<file path="src/binary_cave_smoothing_stencil_core_defines.svh">
// Assertion macros shared by the cave smoothing stencil RTL.
// Used by the top level; needs clk_i and rst_ni in the including scope.
`ifndef BINARY_CAVE_SMOOTHING_STENCIL_CORE_DEFINES_SVH
`define BINARY_CAVE_SMOOTHING_STENCIL_CORE_DEFINES_SVH
`ifndef NO_ASSERTIONS
`define BCSS_ASSERT(lbl, prop, msg) \
  lbl: assert property (@(posedge clk_i) disable iff (!rst_ni) prop) else $error(msg);
`define BCSS_ASSERT_NEXT(lbl, ante, cons, msg) \
  lbl: assert property (@(posedge clk_i) disable iff (!rst_ni) (ante) |=> (cons)) \
    else $error(msg);
`else
`define BCSS_ASSERT(lbl, prop, msg)
`define BCSS_ASSERT_NEXT(lbl, ante, cons, msg)
`endif
`endif

</file>
<file path="src/bcss_pkg.sv">
// Package of the cave smoothing stencil: beat types, register indexes and constants.
// No dependencies.
package bcss_pkg;

  localparam int DEF_MAX_WIDTH  = 256;
  localparam int DEF_MAX_HEIGHT = 256;

  localparam int CFG_IDX_W  = 2;
  localparam int CFG_DATA_W = 9;
  localparam int SIZE_W     = 9;
  localparam int THR_W      = 4;
  localparam int CNT_W      = 4;
  localparam int WIN_ROWS   = 3;
  localparam int MIN_SIZE   = 3;

  localparam logic [CFG_IDX_W-1:0] CFG_MAP_WIDTH   = 2'd0;
  localparam logic [CFG_IDX_W-1:0] CFG_MAP_HEIGHT  = 2'd1;
  localparam logic [CFG_IDX_W-1:0] CFG_BIRTH_THR   = 2'd2;
  localparam logic [CFG_IDX_W-1:0] CFG_SURVIVE_THR = 2'd3;

  localparam int RST_MAP_WIDTH  = 64;
  localparam int RST_MAP_HEIGHT = 64;
  localparam logic [THR_W-1:0] RST_BIRTH_THR   = 4'd5;
  localparam logic [THR_W-1:0] RST_SURVIVE_THR = 4'd4;

  typedef struct packed {
    logic cell_req;
    logic flush;
  } in_t;

  typedef struct packed {
    logic wall;
    logic last;
  } out_t;

endpackage

</file>
<file path="src/bcss_stream_if.sv">
// Valid/ready stream interface carrying one beat of a given payload type.
// No dependencies; the payload type comes from bcss_pkg at instantiation.
interface bcss_stream_if #(
  parameter type payload_t = logic
);
  logic     valid;
  logic     ready;
  payload_t data;

  modport source (output valid, output data, input ready);
  modport sink (input valid, input data, output ready);
endinterface

</file>
<file path="src/bcss_win_cell.sv">
// One column cell of the 3x3 window: holds three vertically stacked map cells.
// Depends on bcss_pkg.
module bcss_win_cell (
  input  logic                          clk_i,
  input  logic                          rst_ni,
  input  logic                          shift_i,
  input  logic [bcss_pkg::WIN_ROWS-1:0] col_i,
  output logic [bcss_pkg::WIN_ROWS-1:0] col_o
);

  logic [bcss_pkg::WIN_ROWS-1:0] col_q, col_d;

  assign col_d = shift_i ? col_i : col_q;

  always_ff @(posedge clk_i or negedge rst_ni) begin
    if (!rst_ni) begin
      col_q <= '0;
    end else begin
      col_q <= col_d;
    end
  end

  assign col_o = col_q;

endmodule

</file>
<file path="src/bcss_line_buf.sv">
// Line store of the stencil: two previous rows per column, two bits per entry.
// Single write port and one registered read port; depends on nothing.
module bcss_line_buf #(
  parameter int DEPTH = 256
) (
  input  logic                     clk_i,
  input  logic                     we_i,
  input  logic [$clog2(DEPTH)-1:0] waddr_i,
  input  logic [1:0]               wdata_i,
  input  logic [$clog2(DEPTH)-1:0] raddr_i,
  output logic [1:0]               rdata_o
);

  logic [1:0] mem [DEPTH];
  logic [1:0] rdata_q;

  always_ff @(posedge clk_i) begin
    if (we_i) begin
      mem[waddr_i] <= wdata_i;
    end
    rdata_q <= mem[raddr_i];
  end

  assign rdata_o = rdata_q;

endmodule

</file>
<file path="src/binary_cave_smoothing_stencil_core.sv">
// Top level of the cave smoothing stencil: counters, window cells, rule and output queue.
// Depends on bcss_pkg, bcss_stream_if, bcss_win_cell, bcss_line_buf and the defines header.
//
// Channel   Direction  Beat fields
// in_i      sink       cell_req, flush
// out_o     source     wall, last
// cfg_*     write      cfg_we_i, cfg_idx_i, cfg_data_i
//
// One input beat is taken every cycle while the output queue has room; the line store read for
// the next column is issued ahead, so the store port sets this rate.
// A result enters the two-entry output queue in the cycle of the input beat that completes
// its window, map_width + 1 beats after its own cell, and can leave in the next cycle.
// Reset clears the counters, the window and the queue; the line store needs no clearing.
// The input stalls only while two results wait in the output queue.
module binary_cave_smoothing_stencil_core #(
  parameter int MAX_WIDTH  = bcss_pkg::DEF_MAX_WIDTH,
  parameter int MAX_HEIGHT = bcss_pkg::DEF_MAX_HEIGHT
) (
  input  logic                             clk_i,
  input  logic                             rst_ni,
  bcss_stream_if.sink                      in_i,
  bcss_stream_if.source                    out_o,
  input  logic                             cfg_we_i,
  input  logic [bcss_pkg::CFG_IDX_W-1:0]   cfg_idx_i,
  input  logic [bcss_pkg::CFG_DATA_W-1:0]  cfg_data_i
);

  `include "binary_cave_smoothing_stencil_core_defines.svh"

  localparam int CW   = $clog2(MAX_WIDTH);
  localparam int WW   = $clog2(MAX_WIDTH + 1);
  localparam int HW   = $clog2(MAX_HEIGHT + 1);
  localparam int IRW  = $clog2(MAX_HEIGHT + 2);
  localparam int ORW  = $clog2(MAX_HEIGHT);
  localparam int SWW  = (WW > bcss_pkg::SIZE_W) ? WW : bcss_pkg::SIZE_W;
  localparam int SHW  = (HW > bcss_pkg::SIZE_W) ? HW : bcss_pkg::SIZE_W;
  localparam int ROWS = bcss_pkg::WIN_ROWS;
  localparam logic [WW-1:0] W_RST =
    WW'((MAX_WIDTH < bcss_pkg::RST_MAP_WIDTH) ? MAX_WIDTH : bcss_pkg::RST_MAP_WIDTH);
  localparam logic [HW-1:0] H_RST =
    HW'((MAX_HEIGHT < bcss_pkg::RST_MAP_HEIGHT) ? MAX_HEIGHT : bcss_pkg::RST_MAP_HEIGHT);

  // Configuration registers, sizes held already saturated.
  logic [WW-1:0]                  w_q;
  logic [HW-1:0]                  h_q;
  logic [bcss_pkg::THR_W-1:0]     birth_q, surv_q;
  logic [SWW-1:0]                 wr_w_ext;
  logic [SHW-1:0]                 wr_h_ext;
  logic [WW-1:0]                  w_clamp;
  logic [HW-1:0]                  h_clamp;

  assign wr_w_ext = SWW'(cfg_data_i);
  assign wr_h_ext = SHW'(cfg_data_i);
  assign w_clamp  = (wr_w_ext < SWW'(bcss_pkg::MIN_SIZE)) ? WW'(bcss_pkg::MIN_SIZE) :
                    (wr_w_ext > SWW'(MAX_WIDTH)) ? WW'(MAX_WIDTH) : WW'(wr_w_ext);
  assign h_clamp  = (wr_h_ext < SHW'(bcss_pkg::MIN_SIZE)) ? HW'(bcss_pkg::MIN_SIZE) :
                    (wr_h_ext > SHW'(MAX_HEIGHT)) ? HW'(MAX_HEIGHT) : HW'(wr_h_ext);

  always_ff @(posedge clk_i or negedge rst_ni) begin
    if (!rst_ni) begin
      w_q     <= W_RST;
      h_q     <= H_RST;
      birth_q <= bcss_pkg::RST_BIRTH_THR;
      surv_q  <= bcss_pkg::RST_SURVIVE_THR;
    end else if (cfg_we_i) begin
      case (cfg_idx_i)
        bcss_pkg::CFG_MAP_WIDTH:   w_q     <= w_clamp;
        bcss_pkg::CFG_MAP_HEIGHT:  h_q     <= h_clamp;
        bcss_pkg::CFG_BIRTH_THR:   birth_q <= cfg_data_i[bcss_pkg::THR_W-1:0];
        bcss_pkg::CFG_SURVIVE_THR: surv_q  <= cfg_data_i[bcss_pkg::THR_W-1:0];
        default: ;
      endcase
    end
  end

  // Position counters.
  logic [CW-1:0]  in_col_q, in_col_d, out_col_q, out_col_d;
  logic [IRW-1:0] in_row_q, in_row_d;
  logic [ORW-1:0] out_row_q, out_row_d;
  logic           in_acc, emit, col_wrap, ocol_end, orow_end, res_last, res_wall;
  logic           push, pop;
  logic [1:0]     lb_rdata;
  logic           v;
  logic [ROWS-1:0] new_col;

  assign in_acc   = in_i.valid && in_i.ready;
  assign v        = in_i.data.cell_req && !in_i.data.flush && (in_row_q < IRW'(h_q));
  assign new_col  = {v, lb_rdata[1], lb_rdata[0]};
  assign emit     = (in_row_q >= IRW'(2)) || ((in_row_q == IRW'(1)) && (in_col_q != '0));
  assign col_wrap = (WW'(in_col_q) + WW'(1)) >= w_q;
  assign ocol_end = (WW'(out_col_q) + WW'(1)) >= w_q;
  assign orow_end = (HW'(out_row_q) + HW'(1)) >= h_q;
  assign res_last = orow_end && ocol_end;

  always_comb begin
    in_col_d  = in_col_q;
    in_row_d  = in_row_q;
    out_col_d = out_col_q;
    out_row_d = out_row_q;
    if (in_acc) begin
      if (col_wrap) begin
        in_col_d = '0;
        if (in_row_q != '1) begin
          in_row_d = in_row_q + IRW'(1);
        end
      end else begin
        in_col_d = in_col_q + CW'(1);
      end
      if (emit) begin
        if (res_last) begin
          in_col_d  = '0;
          in_row_d  = '0;
          out_col_d = '0;
          out_row_d = '0;
        end else if (ocol_end) begin
          out_col_d = '0;
          out_row_d = out_row_q + ORW'(1);
        end else begin
          out_col_d = out_col_q + CW'(1);
        end
      end
    end
  end

  always_ff @(posedge clk_i or negedge rst_ni) begin
    if (!rst_ni) begin
      in_col_q  <= '0;
      in_row_q  <= '0;
      out_col_q <= '0;
      out_row_q <= '0;
    end else begin
      in_col_q  <= in_col_d;
      in_row_q  <= in_row_d;
      out_col_q <= out_col_d;
      out_row_q <= out_row_d;
    end
  end

  // Line store; the read address runs one column ahead of the write.
  bcss_line_buf #(
    .DEPTH (MAX_WIDTH)
  ) u_line_buf (
    .clk_i   (clk_i),
    .we_i    (in_acc),
    .waddr_i (in_col_q),
    .wdata_i ({v, lb_rdata[1]}),
    .raddr_i (in_col_d),
    .rdata_o (lb_rdata)
  );

  // Window cells: cell 1 holds the newest stored column, cell 0 the one before.
  logic [1:0][ROWS-1:0] win;
  logic [1:0][ROWS-1:0] chain_in;

  assign chain_in[1] = new_col;
  assign chain_in[0] = win[1];

  for (genvar g = 0; g < 2; g++) begin : g_cell
    bcss_win_cell u_cell (
      .clk_i   (clk_i),
      .rst_ni  (rst_ni),
      .shift_i (in_acc),
      .col_i   (chain_in[g]),
      .col_o   (win[g])
    );
  end

  // Smoothing rule on the window as it stands after this beat.
  logic [ROWS-1:0]            row_mask, n0, n1, n2;
  logic [bcss_pkg::CNT_W-1:0] count;

  assign row_mask = {orow_end, 1'b0, out_row_q == '0};
  assign n0 = (out_col_q == '0) ? '1 : (win[0] | row_mask);
  assign n1 = win[1] | row_mask;
  assign n2 = ocol_end ? '1 : (new_col | row_mask);
  assign count = bcss_pkg::CNT_W'(n0[0]) + bcss_pkg::CNT_W'(n0[1]) +
                 bcss_pkg::CNT_W'(n0[2]) + bcss_pkg::CNT_W'(n1[0]) +
                 bcss_pkg::CNT_W'(n1[2]) + bcss_pkg::CNT_W'(n2[0]) +
                 bcss_pkg::CNT_W'(n2[1]) + bcss_pkg::CNT_W'(n2[2]);
  assign res_wall = win[1][1] ? (count >= surv_q) : (count >= birth_q);

  // Two-entry output queue.
  bcss_pkg::out_t fifo_q [2];
  bcss_pkg::out_t res;
  logic           wr_ptr_q, rd_ptr_q;
  logic [1:0]     cnt_q;

  assign res.wall = res_wall;
  assign res.last = res_last;
  assign push     = in_acc && emit;
  assign pop      = out_o.valid && out_o.ready;

  always_ff @(posedge clk_i) begin
    if (push) begin
      fifo_q[wr_ptr_q] <= res;
    end
  end

  always_ff @(posedge clk_i or negedge rst_ni) begin
    if (!rst_ni) begin
      wr_ptr_q <= 1'b0;
      rd_ptr_q <= 1'b0;
      cnt_q    <= '0;
    end else begin
      if (push) begin
        wr_ptr_q <= !wr_ptr_q;
      end
      if (pop) begin
        rd_ptr_q <= !rd_ptr_q;
      end
      cnt_q <= cnt_q + 2'(push) - 2'(pop);
    end
  end

  assign in_i.ready  = cnt_q != 2'd2;
  assign out_o.valid = cnt_q != '0;
  assign out_o.data  = fifo_q[rd_ptr_q];

  `BCSS_ASSERT(a_no_result_in_first_row, push |-> (in_row_q != '0), "result from first row")
  `BCSS_ASSERT_NEXT(a_frame_restart, push && res_last, (in_col_q == '0) && (in_row_q == '0) && (out_col_q == '0) && (out_row_q == '0), "counters not cleared after last")
  `BCSS_ASSERT_NEXT(a_queue_drain, pop && !push, cnt_q == ($past(cnt_q) - 2'd1), "queue count wrong")
  `BCSS_ASSERT_NEXT(a_window_hold, !in_acc, $stable(win), "window moved without a beat")

endmodule

</file>
<file path="src/flat_wrapper.sv">
// flat-port wrapper written by rule: the top's interface ports become plain ports
module binary_cave_smoothing_stencil_core_flat import bcss_pkg::*;
#(
  parameter int MAX_WIDTH  = bcss_pkg::DEF_MAX_WIDTH,
  parameter int MAX_HEIGHT = bcss_pkg::DEF_MAX_HEIGHT
)
  (clk_i, rst_ni, cfg_we_i, cfg_idx_i, cfg_data_i, in_i_valid, in_i_data, in_i_ready, out_o_valid, out_o_data, out_o_ready);
  bcss_stream_if #(.payload_t(in_t)) in_i_i ();
  bcss_stream_if #(.payload_t(out_t)) out_o_i ();
  input  logic clk_i;
  input  logic rst_ni;
  input  logic cfg_we_i;
  input  logic [bcss_pkg::CFG_IDX_W-1:0] cfg_idx_i;
  input  logic [bcss_pkg::CFG_DATA_W-1:0] cfg_data_i;
  input wire logic [$bits(in_i_i.valid)-1:0] in_i_valid;
  input wire logic [$bits(in_i_i.data)-1:0] in_i_data;
  output wire logic [$bits(in_i_i.ready)-1:0] in_i_ready;
  output wire logic [$bits(out_o_i.valid)-1:0] out_o_valid;
  output wire logic [$bits(out_o_i.data)-1:0] out_o_data;
  input wire logic [$bits(out_o_i.ready)-1:0] out_o_ready;
  assign in_i_i.valid = in_i_valid;
  assign in_i_i.data = in_i_data;
  assign in_i_ready = in_i_i.ready;
  assign out_o_valid = out_o_i.valid;
  assign out_o_data = out_o_i.data;
  assign out_o_i.ready = out_o_ready;
  binary_cave_smoothing_stencil_core #(.MAX_WIDTH(MAX_WIDTH), .MAX_HEIGHT(MAX_HEIGHT)) u_core (.clk_i(clk_i), .rst_ni(rst_ni), .in_i(in_i_i), .out_o(out_o_i), .cfg_we_i(cfg_we_i), .cfg_idx_i(cfg_idx_i), .cfg_data_i(cfg_data_i));
endmodule
</file>
<file path="config.mk">
export PLATFORM = sky130hd
export DESIGN_NAME = binary_cave_smoothing_stencil_core_flat
export DESIGN_NICKNAME = d
export VERILOG_FILES = /design/src/bcss_pkg.sv /design/src/bcss_stream_if.sv /design/src/bcss_win_cell.sv /design/src/bcss_line_buf.sv /design/src/binary_cave_smoothing_stencil_core.sv /design/src/flat_wrapper.sv
export VERILOG_INCLUDE_DIRS = /design/src /design/src/src
export SDC_FILE = /design/constraint.sdc
export NUM_CORES = 1
export LEC_CHECK = 0
export ABC_AREA = 1
export CORE_MARGIN = 2
export CORE_UTILIZATION = 64
export DETAILED_ROUTE_END_ITERATION = 7
export DONT_BUFFER_PORTS = 1
export PLACE_DENSITY = 0.8
export REMOVE_ABC_BUFFERS = 1
export SLEW_MARGIN = 20
export SYNTH_ARGS = -nofsm -noshare
export SYNTH_HDL_FRONTEND = slang
export SYNTH_SLANG_ARGS = --single-unit
</file>
<file path="constraint.sdc">
create_clock -name clk_i -period 17.3 [get_ports clk_i]
set_clock_uncertainty 0.15 [all_clocks]
set_input_delay 1.73 -clock clk_i [delete_from_list [all_inputs] [get_ports clk_i]]
set_output_delay 1.73 -clock clk_i [all_outputs]
set_load 0.01 [all_outputs]
</file>
==> summary.md, run 1 <==
| Metric | Value |
|---|---|
| Outcome | complete, no violations |
| Routed vias | 20900 |
| RSZ-0062 raised after global routing | no |
| Die ar. | ~45000 um2 |
| Worst skew pair latency | 0.62 ns |
| Root buffer cell | clkbuf_16 |
| Vias in the first global route | roughly 20000 |
| Post-synth top area cell | edfxtp_1 |
| Area grow syn2layout | 7.41% |
| Post-synth top cells | nand2_1, edfxtp_1, nand3_1 |
| Reg2reg start | u_core.in_col_q[2] |
| CTS H-Tree Depth | 2 |
| Avg Cell Area, Syn | 9.70 um2 |
| CP startpoint | u_core.in_col_q[2] |
| Final setup violation count | 0 |
| Worst hold path class | flip-flop to flip-flop |
| IO Pins | 22 |
| Overflow after GRT | 0 |
| Initial core utilization | between 60% and 70% |
| Post-synth top area share | approximately 56% |
| Largest net degree at the start of global routing | 148 |
| Routed wire length | approximately 69000 um |
| # diodes | 0 |
| Post-synth EDFFs | about 520 |
| CP arrival | approximately 6.9 ns |
| CTS max path bufs | 3 |
| Hpwl dp | roughly 40000 um |
| Worst slack, placed | 10.79 ns |
| Initial DRC count | approximately 2700 |
| Final hold vios | 0 |
| Initial antenna violation count | 0 |
| CP endpoint kind | flip-flop |
| Synth unique cells | between 40 and 50 |
| Critical-path maximum fanout | approximately 150 |
| Total number of yosys warnings | 0 |
| Fin crit share | between 30% and 40% |
| PortBufs | 0 |
| Clk sinks | 587 |
| Number of core rows | 76 |
| Synth area leaders | edfxtp_1, nand2_1, nand3_1 |
| Hold Buf Count CTS | 0 |
| Max_cap viols | 0 |
| Power per Cell Area | 186 nW/um2 |
| Crit path buf inv count | 6 |
| Slew Viols, Final | 0 |
| Post-synthesis cell area | around 28000 um2 |
| Max incr delay on CP | ~0.89 ns |
| Drc violations | 0 |
| Die W | 212 um |
| Synthesized flop and latch total | 587 |
| Drt first pass iters | 6 |
| Mapped Cells | approximately 2900 |
| Worst VDD drop | approximately 0.24 mV |
| Part of the Yosys area used for sequential elements | 62.2% |
| First-pass GRT wire length | about 110000 um |
| Main synth FF type | edfxtp_1 |
| Final nets | approximately 2900 |
| Most frequent cell after synthesis | nand2_1 |
| Vias per cell | approximately 6.1 |
| Family with the most delay on the worst path | simple AND/OR/NAND/NOR gates |
| Inst Count DP | about 3300 |
| ANT nets after route | 0 |
| Worst path slowest cell | buf_4 |
| Most used cell, CP | nand2_1 |
| Sum Neg Setup Slack | 0 ns |
| Critical path data required time | roughly 18 ns |
| Share of layout cells above drive strength 1 | approximately 5.2% |
| Postcts setup bufs | 0 |
| Die Ht | about 210 um |
| Worst slew pin tran | between 1 and 1.5 ns |
| Lkg Pwr | ~12 nW |
| Post-CTS sizing | 0 |
| GP Congestion | 0.880 |
| Setup ws final | about 11 ns |
| Total global-route track usage | between 30% and 40% |
| Core box area | about 43000 um2 |
| TritonCTS Buffers | 59 |
| Setup CP Type | flip-flop to flip-flop |
| Clock slew at reported path FFs | around 0.060 ns |
| Post-layout min period | approximately 6.5 ns |
| Crit path launch type | flip-flop |
| Relative slew slack | 21.2% |
| Worst Hold Launch | u_core.surv_q[2] |
| Post-layout util | between 60% and 70% |
| WL/cell | around 20 um |
| F_max | approximately 150 MHz |
| R2R Setup Slk | around 11 ns |
| Asr flop ratio synth | between 10% and 20% |
| CTS tree | yes |
| Non-filler cells in the finished layout | between 3000 and 4000 |
[kinds of logic after synthesis]
logic type	count (synthesis)	synth area share, %
buf+inv	357	5.46
flops	587	62.2
compound gates	139	3.17
fa+ha+maj	63	2.95
xor+xnor	18	0.568
simple gates	1701	25.7
[flip-flops by register name, summed over array words and instances, names as in the netlist]
name and cells:
u_core.out_col_q 8, u_core.in_row_q 9, u_core.w_q 9, u_core.birth_q 4, u_core.out_row_q 8, u_core.surv_q 4, u_core.u_line_buf.rdata_o 2, u_core.fifo_q 4
u_core.h_q 9, u_core.u_line_buf.mem 512, u_core.cnt_q 2, u_core.rd_ptr_q 1, u_core.wr_ptr_q 1, u_core.in_col_q 8, u_core.g_cell.u_cell.col_o 6
[final timing paths]
check / end / depth (start not counted)
hold / removal: u_core.surv_q[2] / 2
setup reg to reg: u_core.u_line_buf.rdata_o[1] / 29
max in group asynchronous: u_core.w_q[6] / 0
setup / recovery: u_core.u_line_buf.rdata_o[1] / 29
hold reg to reg: u_core.surv_q[2] / 2
min in group asynchronous: u_core.w_q[4] / 0
[per-stage QoR]
stage	hold WS, ns	power [mW]	area [um2]
2_1_floorplan	0.288	3.63	27000
3_3_place_gp	0.318	4.21	28000
3_5_place_dp	0.327	4.32	28000
4_1_cts	0.342	5.53	29800
5_1_grt	0.365	5.92	29800
6_report	0.342	5.56	29800
[power breakdown]
part / switching, mW / internal, mW
logic: 1.76 / 0.758
registers: 0.0881 / 1.74
clock network: 0.528 / 0.687
[worst min-delay path, stage by stage (launching register included)]
cell	delay [ns]
dfstp_2	0.37
nand2_1	0.05
o21ai_0	0.07
[cell type report]
cell class / instances / area, um2
Sequential cell: 587 / 17300
Fill cell: 3125 / 13100
Multi-Input combinational cell: 1921 / 9050
Clock buffer: 77 / 1540
Tap cell: 585 / 732
Inverter: 190 / 716
Clock inverter: 33 / 272
Timing Repair Buffer: 32 / 244
[metal layers]
| metal | vias up | GRT usage (%) | part of all wire, % | wire length (um) |
|---|---|---|---|---|
| met5 | - | 0 | 0 | 0 |
| met4 | 0 | 14.9 | 4.6 | 3190 |
| met3 | 214 | 4.98 | 10 | 7020 |
| met2 | 1239 | 51.5 | 47 | 32700 |
| met1 | 9923 | 40.8 | 38 | 26000 |
| li1 | 9536 | - | - | - |
[layout by cell type, fill, tap and decap left out, types with 19 or more instances in the layout]
master / netlist / final
nand2_1: 874 / 872
edfxtp_1: 516 / 516
nand3_1: 475 / 475
nor2_1: 297 / 297
inv_1: 179 / 179
dfrtp_1: 64 / 64
ha_1: 59 / 59
clkbuf_16: 0 / 59
o21ai_0: 41 / 41
o211ai_1: 40 / 40
buf_4: 16 / 31
nor3_1: 19 / 19
Note: power is estimated with default switching activity, not from simulation.
==> run 2, diff against run 1 <==
--- a/config.mk
+++ b/config.mk
@@ -6,7 +6,7 @@
 export SDC_FILE = /design/constraint.sdc
 export NUM_CORES = 1
 export LEC_CHECK = 0
-export ABC_AREA = 1
+export ABC_AREA = 0
 export CORE_MARGIN = 2
 export CORE_UTILIZATION = 64
 export DETAILED_ROUTE_END_ITERATION = 7
==> constraint.sdc (replaced) <==
create_clock -name clk_i -period 6.05 [get_ports clk_i]
set_clock_uncertainty 0.15 [all_clocks]
set_input_delay 0.605 -clock clk_i [delete_from_list [all_inputs] [get_ports clk_i]]
set_output_delay 0.605 -clock clk_i [all_outputs]
set_load 0.01 [all_outputs]
==> run 2 against run 1 <==
Worst hold slack worse by 0.32 ns. Maximum frequency increased by 13%. Power grew to 2.8 times the previous value. Cell area decreased by 2.9%. Combinational power grew to 2.7 times the previous value. Critical path depth down 8. Worst setup slack worse by 10 ns. Via count fell by 11%. Synthesized area down 4.7%. Utilization increased by 1.5 points.
==> summary.md, run 2 <==
| Metric | Value |
|---|---|
| Post-layout util | ~70% |
| PortBufs | 0 |
| Postcts setup bufs | 0 |
| Crit path launch type | flip-flop |
| Most common cell after layout, fill and taps aside | edfxtp_1 |
| CTS tree | yes |
| Combinational fraction of design power | a little over two fifths |
| TritonCTS Buffers | 58 |
| Vias in the first global route | between 15000 and 20000 |
| FF-to-FF path depth | 21 |
| GP Congestion | about 0.92 |
| Initial antenna violation count | 1 |
| CP arrival | around 5.9 ns |
| Post-synth top area cell | edfxtp_1 |
| Max reg flops | 512 |
| Total number of yosys warnings | 0 |
| Largest net degree at the start of global routing | between 200 and 300 |
| Worst hold path class | primary input to flip-flop |
| Worst slew pin tran | about 1.2 ns |
| Critical path data required time | 6.25 ns |
| Most frequent cells in the layout | edfxtp_1, nand2_1, nor2_1, a21oi_1, nand3_1 |
| Die Ht | just over 200 um |
| Post-synth top area share | 58.6% |
| Core box area | between 40000 and 50000 um2 |
| Vias per cell | about 6.6 |
| Sum Neg Setup Slack | 0 ns |
| Die ar. | around 43000 um2 |
| Clk sinks | 587 |
| RSZ-0062 raised after global routing | no |
| Area grow syn2layout | 9.50% |
| Synthesized flop and latch total | between 500 and 600 |
| Root buffer cell | clkbuf_16 |
| IO Pins | 22 |
| Fin crit share | between 90 and 100% |
| Drt first pass iters | 8 |
| Outcome | complete, no violations |
| Routed wire length | 68400 um |
| WL/cell | roughly 24 um |
| Seq pwr share | 33.4% |
| ANT nets after route | 0 |
| Setup CP Type | flip-flop to flip-flop |
| Setup ws final | 0.318 ns |
| Final setup violation count | 0 |
| Worst hold stages | 2 |
| Synth unique cells | just over 70 |
| Sw Share | between 40% and 50% |
| Die W | 207 um |
| Net switching power | ~6.3 mW |
| Relative slew slack | 17.0% |
| Total global-route track usage | 31.2% |
| Final hold vios | 0 |
| Slew Viols, Final | 0 |
| Max_cap viols | 0 |
| Lkg Pwr | approximately 10 nW |
| Clock slew at reported path FFs | 0.06 ns |
| Main synth FF type | edfxtp_1 |
| CTS H-Tree Depth | 2 |
| Critical-path maximum fanout | 11 |
| Part of the Yosys area used for sequential elements | between 60% and 70% |
| Share of layout cells above drive strength 1 | 8.20% |
| Worst skew pair latency | 0.62 ns |
| CP endpoint kind | flip-flop |
| Asr flop ratio synth | a little under an eighth |
| Post-synth EDFFs | 516 |
| Avg Cell Area, Syn | 11.8 um2 |
| First-pass GRT wire length | around 100000 um |
| # diodes | 0 |
| Overflow after GRT | 0 |
| Worst Hold Launch | cfg_data_i[3] |
| Most frequent cell after synthesis | edfxtp_1 |
| Reg2reg start | u_core.out_col_q[0] |
| CP startpoint | u_core.out_col_q[0] |
| Worst slack, placed | about 0.12 ns |
| CTS max path bufs | 3 |
| F_max | 174 MHz |
| Hpwl dp | 40800 um |
| Top reg by flops | u_core.u_line_buf.mem |
| Worst VDD drop | about 0.6 mV |
| Share of total power in the clock network | ~23% |
| Initial DRC count | roughly 2700 |
| Power per Cell Area | around 530 nW/um2 |
| Final nets | approximately 2300 |
| Final total power | roughly 15 mW |
| Post-synth top cells | edfxtp_1, nand2_1, nor2_1 |
| Post-synthesis cell area | about 26000 um2 |
| Drc violations | 0 |
| Post-layout min period | 5.73 ns |
| Initial core utilization | 64.8% |
| Int Pwr | a little over 9 mW |
| Routed vias | between 15000 and 20000 |
| Synth area leaders | edfxtp_1, dfrtp_1, nand2_1 |
| Mapped Cells | 2239 |
| Number of core rows | 74 |
==> run 2: changes by cell type in the layout (fill, tap and decap cells not counted), moves of 18 or more <==
cell	previous run	this run
and3_1	0	30
nand3_1	475	82
mux2i_1	0	80
a21oi_1	18	85
inv_1	179	56
nand2_1	872	367
a22oi_1	1	32
a32oi_1	0	46
a221oi_1	1	26
o211ai_1	40	7
buf_4	31	49
o21ai_0	41	80
==> run 2: through the flow <==
stage / cell area (um2) / instances / hold slack, ns
4_1_cts: 28900 / 2798 / 0.00428
5_1_grt: 29000 / 2799 / 0.0204
6_report: 29000 / 2799 / 0.0200
3_5_place_dp: 27000 / 2686 / 0.160
2_1_floorplan: 25800 / 2099 / 0.159
3_3_place_gp: 27000 / 2686 / 0.161
==> run 2: kinds of logic after synthesis <==
logic type | count (synthesis) | share of synthesized area, %
flip-flops | 587 | 65.3
AND/OR/NAND/NOR | 901 | 14.5
AO/OA/AOI/OAI | 366 | 9.33
adder cells (fa/ha/maj) | 63 | 3.09
buffers and inverters | 200 | 3.23
multiplexers | 93 | 3.58
XOR/XNOR | 29 | 0.960
==> run 2: cell type report <==
cell class	instances	area, um2
clock buffer	74	1560
sequential	587	17300
clock inverter	33	264
inverter	60	235
tap	532	666
fill	2720	11900
timing repair buffer	61	583
multi-input combinational	1452	8390
==> run 2: worst max-delay path, cell delays in order (launching register included) <==
cell	delay [ns]
dfrtp_2	0.42
ha_1	0.25
nand3_1	0.19
nor2_4	0.19
xor2_1	0.20
ha_1	0.27
a211oi_1	0.24
nor2_1	0.09
a211o_2	0.39
nor3b_2	0.23
fa_1	0.46
fa_1	0.54
inv_1	0.05
fa_1	0.43
inv_1	0.08
fa_1	0.40
inv_1	0.09
ha_1	0.22
a21o_1	0.16
a21o_1	0.18
a21oi_1	0.15
a22oi_1	0.10
==> run 2: layer usage <==
| layer | global-route usage [%] | wire length, um |
|---|---|---|
| met1 | 43.3 | 25900 |
| met2 | 48.5 | 31500 |
| met3 | 6.29 | 8220 |
| met4 | 13.6 | 2840 |
| met5 | 0 | 22 |
==> run 2: repair_timing <==
action | 4_1_cts | 5_1_grt
hold buffers | 5 | 0
endpoints found under the setup margin | 0 | 2
hold endpoints to repair | 75 | 0
gates resized for setup | 0 | 6
==> run 2: power by group through the flow <==
| stage | sequential [mW] | combinational, mW | clock, mW |
|---|---|---|---|
| after floorplan | 5.30 | 4.30 | 0 |
| after global placement | 5.19 | 6.31 | 0 |
| after detailed placement | 5.21 | 6.53 | 0 |
| after CTS | 5.12 | 6.59 | 3.49 |
| after global routing | 5.15 | 7.29 | 3.65 |
| final | 5.13 | 6.77 | 3.48 |
==> run 2: final timing paths <==
| check | end | slack [ns] |
|---|---|---|
| setup / recovery | u_core.fifo_q[1][1] | 0.32 |
| hold / removal | u_core.h_q[3] | 0.02 |
| hold reg to reg | u_core.g_cell[0].u_cell.col_o[0] | 0.32 |
| min in group asynchronous | u_core.in_col_q[0] | 0.46 |
| max in group asynchronous | u_core.h_q[6] | 4.97 |
| setup reg to reg | u_core.fifo_q[1][1] | 0.32 |
